`src/hdl/lkvc_pkg.sv`:
```
// ----------------------------------------------------------------------------
// lkvc_pkg: shared types and constants of the LRU key/value cache
// Operation codes, default sizes and the controller/datapath command and status bundles.
// ----------------------------------------------------------------------------
package lkvc_pkg;

  localparam int unsigned DefDepth      = 16;
  localparam int unsigned DefKeyWidth   = 32;
  localparam int unsigned DefValueWidth = 32;
  localparam int unsigned CapWidth      = 5;

  typedef enum logic [1:0] {
    OP_FETCH  = 2'd0,
    OP_STORE  = 2'd1,
    OP_DELETE = 2'd2,
    OP_EMPTY  = 2'd3
  } op_e;

  // controller -> datapath
  typedef struct packed {
    logic load;      // latch request
    logic search;    // run one search step
    logic apply;     // commit the update, load result register
  } cmd_t;

  // datapath -> controller
  typedef struct packed {
    logic search_done;
  } sts_t;

endpackage

```
`src/hdl/lkvc_ctrl.sv`:
```
// ----------------------------------------------------------------------------
// lkvc_ctrl: request sequencer
// Steps each request through capture, search, update and result.
// ----------------------------------------------------------------------------
module lkvc_ctrl
  import lkvc_pkg::*;
(
  input  logic clk_i,
  input  logic rst_ni,
  input  logic in_valid_i,
  output logic in_ready_o,
  output logic out_valid_o,
  input  logic out_ready_i,
  input  sts_t sts_i,
  output cmd_t cmd_o
);

  typedef enum logic [1:0] {
    S_IDLE,
    S_SEARCH,
    S_APPLY
  } state_e;

  state_e state_q;
  logic   out_valid_q;

  assign in_ready_o  = (state_q == S_IDLE) && (!out_valid_q || out_ready_i);
  assign out_valid_o = out_valid_q;

  always_comb begin
    cmd_o        = '0;
    cmd_o.load   = in_valid_i && in_ready_o;
    cmd_o.search = (state_q == S_SEARCH);
    cmd_o.apply  = (state_q == S_APPLY);
  end

  always_ff @(posedge clk_i or negedge rst_ni) begin
    if (!rst_ni) begin
      state_q     <= S_IDLE;
      out_valid_q <= 1'b0;
    end else begin
      if (out_valid_q && out_ready_i) out_valid_q <= 1'b0;
      unique case (state_q)
        S_IDLE: begin
          if (in_valid_i && in_ready_o) state_q <= S_SEARCH;
        end
        S_SEARCH: begin
          if (sts_i.search_done) state_q <= S_APPLY;
        end
        S_APPLY: begin
          out_valid_q <= 1'b1;
          state_q     <= S_IDLE;
        end
        default: state_q <= S_IDLE;
      endcase
    end
  end

endmodule

```
`src/hdl/lkvc_dp.sv`:
```
// ----------------------------------------------------------------------------
// lkvc_dp: cache datapath
// Entry tables, recency list, key search and result register.
// ----------------------------------------------------------------------------
module lkvc_dp
  import lkvc_pkg::*;
#(
  parameter int unsigned DEPTH       = DefDepth,
  parameter int unsigned KEY_WIDTH   = DefKeyWidth,
  parameter int unsigned VALUE_WIDTH = DefValueWidth
) (
  input  logic                   clk_i,
  input  logic                   rst_ni,
  input  cmd_t                   cmd_i,
  output sts_t                   sts_o,
  input  logic [CapWidth-1:0]    cap_i,
  input  logic [1:0]             op_i,
  input  logic [KEY_WIDTH-1:0]   key_i,
  input  logic [VALUE_WIDTH-1:0] value_in_i,
  output logic                   hit_o,
  output logic [VALUE_WIDTH-1:0] value_out_o,
  output logic                   evicted_o,
  output logic [KEY_WIDTH-1:0]   evicted_key_o
);

  localparam int unsigned IW = $clog2(DEPTH);
  localparam int unsigned CW = $clog2(DEPTH + 1);
  localparam int unsigned SEG = 8;
  localparam int unsigned NSEG = (DEPTH + SEG - 1) / SEG;
  localparam int unsigned GW = (NSEG > 1) ? $clog2(NSEG) : 1;

  logic [KEY_WIDTH-1:0]   keys_q   [DEPTH];
  logic [VALUE_WIDTH-1:0] vals_q   [DEPTH];
  logic [IW-1:0]          fresh_q  [DEPTH];
  logic [IW-1:0]          stale_q  [DEPTH];
  logic                   fnone_q  [DEPTH];
  logic                   snone_q  [DEPTH];
  logic [DEPTH-1:0]       valid_q;
  logic [IW-1:0]          head_q, tail_q;
  logic                   empty_q;
  logic [CW-1:0]          used_q;

  logic [1:0]             op_q;
  logic [KEY_WIDTH-1:0]   key_q;
  logic [VALUE_WIDTH-1:0] val_q;
  logic [GW-1:0]          seg_q;
  logic                   found_q, free_found_q;
  logic [IW-1:0]          slot_q, free_q;

  logic                   rhit_q, rev_q;
  logic [VALUE_WIDTH-1:0] rval_q;
  logic [KEY_WIDTH-1:0]   rkey_q;

  // one segment of the search per cycle
  logic          seg_hit, seg_free;
  logic [IW-1:0] seg_hit_idx, seg_free_idx;
  always_comb begin
    logic [IW+GW:0] idx;
    seg_hit = 1'b0; seg_free = 1'b0;
    seg_hit_idx = '0; seg_free_idx = '0;
    for (int j = SEG - 1; j >= 0; j--) begin
      idx = (IW+GW+1)'(seg_q) * (IW+GW+1)'(SEG) + (IW+GW+1)'(j);
      if (idx < (IW+GW+1)'(DEPTH)) begin
        if (valid_q[idx[IW-1:0]] && keys_q[idx[IW-1:0]] == key_q) begin
          seg_hit = 1'b1; seg_hit_idx = idx[IW-1:0];
        end
        if (!valid_q[idx[IW-1:0]]) begin
          seg_free = 1'b1; seg_free_idx = idx[IW-1:0];
        end
      end
    end
  end

  assign sts_o.search_done = (seg_q == GW'(NSEG - 1));

  logic [CW-1:0] limit;
  always_comb begin
    if (cap_i == '0 || 32'(cap_i) > DEPTH) limit = CW'(DEPTH);
    else limit = CW'(cap_i);
  end

  always_ff @(posedge clk_i) begin
    if (cmd_i.load) begin
      op_q <= op_i; key_q <= key_i; val_q <= value_in_i;
    end
  end

  always_ff @(posedge clk_i or negedge rst_ni) begin
    if (!rst_ni) begin
      seg_q <= '0; found_q <= 1'b0; free_found_q <= 1'b0;
      slot_q <= '0; free_q <= '0;
    end else if (cmd_i.load) begin
      seg_q <= '0; found_q <= 1'b0; free_found_q <= 1'b0;
    end else if (cmd_i.search) begin
      if (!sts_o.search_done) seg_q <= seg_q + GW'(1);
      if (!found_q && seg_hit) begin
        found_q <= 1'b1; slot_q <= seg_hit_idx;
      end
      if (!free_found_q && seg_free) begin
        free_found_q <= 1'b1; free_q <= seg_free_idx;
      end
    end
  end

  // update: unlink s (optional), then push s to fresh end (optional)
  logic          do_unlink, do_push, evict, take_free;
  logic [IW-1:0] s;
  always_comb begin
    do_unlink = 1'b0; do_push = 1'b0; evict = 1'b0; take_free = 1'b0;
    s = slot_q;
    if (op_q != OP_EMPTY) begin
      if (found_q) begin
        do_unlink = 1'b1;
        do_push = (op_q == OP_FETCH) || (op_q == OP_STORE);
      end else if (op_q == OP_STORE) begin
        if (used_q >= limit && !empty_q) begin
          evict = 1'b1; s = tail_q; do_unlink = 1'b1; do_push = 1'b1;
        end else if (free_found_q) begin
          take_free = 1'b1; s = free_q; do_push = 1'b1;
        end
      end
    end
  end

  always_ff @(posedge clk_i or negedge rst_ni) begin
    logic [IW-1:0] h, t;
    logic hn, tn;
    if (!rst_ni) begin
      valid_q <= '0; head_q <= '0; tail_q <= '0; empty_q <= 1'b1; used_q <= '0;
      rhit_q <= 1'b0; rev_q <= 1'b0; rval_q <= '0; rkey_q <= '0;
    end else if (cmd_i.apply) begin
      h = head_q; t = tail_q; hn = empty_q; tn = empty_q;
      rhit_q <= found_q && (op_q != OP_EMPTY);
      rval_q <= (found_q && op_q == OP_FETCH) ? vals_q[slot_q] : '0;
      rev_q  <= evict;
      rkey_q <= evict ? keys_q[tail_q] : '0;
      if (op_q == OP_EMPTY) begin
        valid_q <= '0; empty_q <= 1'b1; used_q <= '0;
      end else begin
        if (do_unlink) begin
          if (!fnone_q[s]) begin
            stale_q[fresh_q[s]] <= stale_q[s]; snone_q[fresh_q[s]] <= snone_q[s];
          end else begin
            h = stale_q[s]; hn = snone_q[s];
          end
          if (!snone_q[s]) begin
            fresh_q[stale_q[s]] <= fresh_q[s]; fnone_q[stale_q[s]] <= fnone_q[s];
          end else begin
            t = fresh_q[s]; tn = fnone_q[s];
          end
        end
        if (do_push) begin
          fnone_q[s] <= 1'b1;
          stale_q[s] <= h; snone_q[s] <= hn;
          if (!hn) begin
            fresh_q[h] <= s; fnone_q[h] <= 1'b0;
          end
          h = s; hn = 1'b0;
          if (tn) begin
            t = s; tn = 1'b0;
          end
        end
        head_q <= h; tail_q <= t; empty_q <= hn;
        if (op_q == OP_STORE && (found_q || evict || take_free)) vals_q[s] <= val_q;
        if (evict || take_free) keys_q[s] <= key_q;
        if (take_free) begin
          valid_q[s] <= 1'b1; used_q <= used_q + CW'(1);
        end
        if (found_q && op_q == OP_DELETE) begin
          valid_q[s] <= 1'b0;
          if (used_q != '0) used_q <= used_q - CW'(1);
        end
      end
    end
  end

  assign hit_o         = rhit_q;
  assign value_out_o   = rval_q;
  assign evicted_o     = rev_q;
  assign evicted_key_o = rkey_q;

endmodule

```
`src/hdl/lru_key_value_cache_unit.sv`:
```
// ----------------------------------------------------------------------------
// lru_key_value_cache_unit: LRU key/value cache
// Fetch, store, delete and empty-all requests against a small LRU table.
//
//   channel  signals                               direction
//   in       in_valid_i/in_ready_o, op/key/value   request in
//   out      out_valid_o/out_ready_i, hit..key     result out
//   cfg      cfg_we_i, cfg_wdata_i                 capacity limit write
//
// Each request passes through capture, a search step for each 8-entry search
// segment and an update step. Result sits in an output register; a new request
// is taken once the unit is idle and that register is free or being read.
// Reset empties the table at once; no clearing pass.
// ----------------------------------------------------------------------------
module lru_key_value_cache_unit
  import lkvc_pkg::*;
#(
  parameter int unsigned DEPTH       = DefDepth,
  parameter int unsigned KEY_WIDTH   = DefKeyWidth,
  parameter int unsigned VALUE_WIDTH = DefValueWidth
) (
  input  logic                   clk_i,
  input  logic                   rst_ni,
  input  logic                   cfg_we_i,
  input  logic [CapWidth-1:0]    cfg_wdata_i,
  input  logic                   in_valid_i,
  output logic                   in_ready_o,
  input  logic [1:0]             op_i,
  input  logic [KEY_WIDTH-1:0]   key_i,
  input  logic [VALUE_WIDTH-1:0] value_in_i,
  output logic                   out_valid_o,
  input  logic                   out_ready_i,
  output logic                   hit_o,
  output logic [VALUE_WIDTH-1:0] value_out_o,
  output logic                   evicted_o,
  output logic [KEY_WIDTH-1:0]   evicted_key_o
);

  logic [CapWidth-1:0] cap_q;
  cmd_t cmd;
  sts_t sts;

  always_ff @(posedge clk_i or negedge rst_ni) begin
    if (!rst_ni) cap_q <= '0;
    else if (cfg_we_i) cap_q <= cfg_wdata_i;
  end

  lkvc_ctrl u_ctrl (
    .clk_i, .rst_ni, .in_valid_i, .in_ready_o, .out_valid_o, .out_ready_i,
    .sts_i(sts), .cmd_o(cmd)
  );

  lkvc_dp #(.DEPTH(DEPTH), .KEY_WIDTH(KEY_WIDTH), .VALUE_WIDTH(VALUE_WIDTH)) u_dp (
    .clk_i, .rst_ni, .cmd_i(cmd), .sts_o(sts), .cap_i(cap_q),
    .op_i, .key_i, .value_in_i, .hit_o, .value_out_o, .evicted_o, .evicted_key_o
  );

endmodule
```
`config.mk`:
```
export PLATFORM = sky130hd
export DESIGN_NAME = lru_key_value_cache_unit
export DESIGN_NICKNAME = d
export VERILOG_FILES = /design/src/hdl/lkvc_pkg.sv /design/src/hdl/lkvc_ctrl.sv /design/src/hdl/lkvc_dp.sv /design/src/hdl/lru_key_value_cache_unit.sv
export SDC_FILE = /design/constraint.sdc
export NUM_CORES = 2
export LEC_CHECK = 0
export ABC_AREA = 1
export BUFFER_PORTS_ARGS = -buffer_cell sky130_fd_sc_hd__buf_2
export CAP_MARGIN = 5
export CORE_ASPECT_RATIO = 1.75
export CORE_MARGIN = 2
export CORE_UTILIZATION = 59
export DETAILED_ROUTE_END_ITERATION = 8
export PLACE_DENSITY = 0.77
export SYNTH_ARGS = -nofsm -noshare
export SYNTH_HDL_FRONTEND = slang
export SYNTH_HIERARCHICAL = 1
export SYNTH_SLANG_ARGS = --single-unit
```
`constraint.sdc`:
```
create_clock -name clk_i -period 5.5 [get_ports clk_i]
set_input_delay 0.55 -clock clk_i [delete_from_list [all_inputs] [get_ports clk_i]]
set_output_delay 0.55 -clock clk_i [all_outputs]
set_load 0.05 [all_outputs]
```
==> impl_metrics.env <==
export IMPL_syn_area_per_cell_um2=10.3
export IMPL_reg2reg_setup_slack_ns=0.20
export IMPL_postSynthCellCount=6119
export IMPL_slowest_delay_ns=0.53
export IMPL_setup_viol=0
export IMPL_hold_path_cell_count=3
export IMPL_overflow=0
export IMPL_hold_end="cap_q[1]"
export IMPL_timing_fmax_mhz=189
export IMPL_clock_power_share_pct=26.8
export IMPL_power_switching_mw=12.8
export IMPL_htree_num_levels=3
export IMPL_yosysWarnings=6
export IMPL_synth_edf_count=1234
export IMPL_critPathLaunch="cap_q[0]"
export IMPL_p_leak_nw=26.8
export IMPL_grt_pass1_vias=48482
export IMPL_p_int_mw=20.2
export IMPL_crit_chain="or4_1 -> ha_1 -> inv_1 -> nand2_1 -> ha_1 -> nand2_1 -> nand2_1 -> nand2_1 -> nand3_2 -> nand2_4 -> nand2_4 -> nand3_4 -> nand3_4 -> nor2_1 -> buf_6 -> nand2_1 -> nand4_1 -> nand2_1 -> nand4_1 -> buf_4 -> nand2_1 -> o21ai_0 -> buf_4"
export IMPL_power_mw=33.0
export IMPL_r2r_start="cap_q[0]"
export IMPL_pwr_share_seq_pct=39.1
export IMPL_cp_common_cell="nand2_1"
export IMPL_root_buffer="clkbuf_16"
export IMPL_worst_pin_slew_ns=1.39
export IMPL_vias=49685
export IMPL_cp_slowest_cell="or4_1"
export IMPL_initial_utilization_pct=59.4
export IMPL_clockBufferDepth=3
export IMPL_syn_nets=6203
export IMPL_first_pass_iters=6
export IMPL_yosys_top_cells_area="edfxtp_1, nand2_1, o21ai_0"
export IMPL_grt_pass1_wl_mm=312
export IMPL_layout_setup_ws_ns=0.200
export IMPL_antenna_found_initial=9
export IMPL_endpoint_kind="flip-flop"
export IMPL_hold_viol_final=0
export IMPL_r2r_cells=23
export IMPL_synth_top_area_cell="edfxtp_1"
export IMPL_dieArea_um2=109000
export IMPL_p_sw_share_pct=38.9
export IMPL_finalSetupTns_ns=0
export IMPL_drc=0
export IMPL_place_port_buffers=143
export IMPL_ys_ff_latch=1365
export IMPL_final_util_pct=66.9
export IMPL_core_area_um2=106000
export IMPL_ir_drop_v=0.000400
export IMPL_worst_setup_path_start_kind="flip-flop"
export IMPL_drtIter0Drc=6271
export IMPL_dpl_cell_area_um2=65800
export IMPL_path_clk_slew_ns=0.06
export IMPL_routedWlPerCell_um=28.0
export IMPL_cts_made_buffers=115
export IMPL_drv_cap=0
export IMPL_skew_ns=0.0564
export IMPL_relSlewSlack_pct=7.24
export IMPL_post_route_min_period_ns=5.30
export IMPL_place_gp_congestion=1.08
export IMPL_hold_class="in2reg"
export IMPL_synthFlopType="edfxtp_1"
export IMPL_crit_type="reg2reg"
export IMPL_routed_wirelength_mm=216
export IMPL_die_x_um=251
export IMPL_crit_arrival_ns=5.78
export IMPL_clk_latency_ns=0.78
export IMPL_cts_sinks=1365
export IMPL_cp_max_fo=22
export IMPL_slew_viol_final=0
export IMPL_synth_common_cells="nand2_1, edfxtp_1, o21ai_0, nor2_1, inv_1"
export IMPL_yosysMostFrequentCell="nand2_1"
export IMPL_avgViaCountPerCell=6.43
export IMPL_synth_cell_types=63
export IMPL_worst_path_buf_inv=4
export IMPL_layout_drive_gt1_share_pct=10.7
export IMPL_synthToLayoutAreaGrowth_pct=12.6
export IMPL_rows=158
export IMPL_timing_rr_end="u_dp/stale_q[11][3]"
export IMPL_p_comb_share_pct=34.1
export IMPL_async_reset_ff_share_pct=8.42
export IMPL_die_y_um=436
export IMPL_min_from="cfg_wdata_i[1]"
export IMPL_track_usage_pct=39.5
export IMPL_ios=144
export IMPL_seq_area_frac_synth_pct=64.1
export IMPL_min_period_over_period_pct=96.4
export IMPL_dp_slack_ns=-0.206
export IMPL_ant_nets=0
export IMPL_power_density_nw_per_um2=466
export IMPL_final_area_um2=70700
export IMPL_cp_top_family="simple AND/OR/NAND/NOR gates"
export IMPL_status="completed"
export IMPL_yosysTopAreaCellShare_pct=59.0
export IMPL_hpwl_mm=136
export IMPL_tritoncts="done"
export IMPL_rsz0062_at_grt="true"
export IMPL_grt_max_degree=219
export IMPL_layout_nets=6342
export IMPL_required_ns=5.98
export IMPL_synthesis_area_um2=62800
==> cells by family (layout without fill, tap and decap cells) <==
family          after synthesis  count (layout)  share of synthesized area [%]
compound gates             1367            1367                           12.7
xor+xnor                    109             109                           1.52
fa+ha+maj                     8               8                          0.159
buf+inv                     764            1002                           4.75
flops                      1365            1365                           64.1
mux                          26              26                          0.414
other cells                   0               5                              0
simple gates               2480            2480                           16.3
==> worst reg2reg max path: cells and delay by family, from the launching register on <==
family | cells | cell delay, ns
AOI/OAI and AO/OA | 1 | 0.25
adders and majority gates | 2 | 0.60
and+or+nand+nor | 16 | 2.87
DFF | 1 | 0.40
buffers and inverters | 4 | 0.89
==> registers in the layout (all words and copies together), names as in the netlist, 32 cells and up <==
signal	cells
u_dp/val_q	32
u_dp/key_q	32
u_dp/evicted_key_o	32
u_dp/value_out_o	32
u_dp/keys_q	512
u_dp/fresh_q	64
u_dp/vals_q	512
u_dp/stale_q	64
==> power groups by stage <==
stage                     logic (mW)  registers [mW]  clock network, mW
after global placement          10.5            13.1                  0
after global routing            11.9            12.9               9.24
after detailed placement        10.6            13.1                  0
after floorplan                 6.39            13.1                  0
after CTS                       10.7            12.9               8.88
final                           11.2            12.9               8.84
==> worst max path at each step <==
stage | to | slack (ns) | cells after the start
floorplan | u_dp/keys_q[10][0] | 0.46 | 21
global placement | u_dp/stale_q[3][0] | -0.18 | 22
detailed placement | u_dp/stale_q[3][0] | -0.21 | 22
CTS | u_dp/stale_q[6][3] | 0.08 | 25
global route | u_dp/fresh_q[4][2] | -0.02 | 27
finish | u_dp/stale_q[11][3] | 0.20 | 23
==> layout make-up <==
type                    instances  area [um2]
flip-flops and latches       1365       40300
clock buffers                 149        3080
multi-input cells            3990       19800
diodes                          5        12.5
repair buffers                406        3350
inverters                     380        1450
well taps                    1360        1700
clock inverters                67         996
fillers                      7860       35100
==> metrics by stage <==
step | hold slack, ns | instances
after floorplan | 0.254 | 6119
after global placement | 0.460 | 7426
after detailed placement | 0.468 | 7426
after CTS | 0.00261 | 7707
after global routing | 0.0188 | 7717
final | 0.0278 | 7722
==> routing by layer <==
layer / vias to the layer above / part of all wire, % / global-route usage [%]
li1: 21773 / - / -
met1: 23676 / 31 / 42.2
met2: 3223 / 48 / 65.5
met3: 1007 / 9.2 / 8.02
met4: 6 / 11 / 36.4
met5: - / 0.018 / 0
==> cell usage in the layout, fill, tap and decap left out, drive strengths merged, types with 26 or more instances in the layout <==
cell / count
edfxtp: 1234
a221oi: 50
nand3: 304
dfrtp: 114
nor3: 30
xor2: 106
dlygate4sd3: 66
o22ai: 82
o21ai: 709
nand2: 1583
nor2: 476
o221ai: 93
nand4: 46
clkinv: 44
clkbuf: 149
buf: 340
inv: 373
mux2i: 26
o211ai: 27
a21oi: 274
==> what timing repair did <==
action	CTS	global route
pin swaps	0	3
hold endpoints to repair	104	1
hold buffers	65	1
setup buffers	0	8
setup endpoints to repair	35	204
gates resized for setup	2	23
Note: power is estimated with default switching activity, not from simulation.
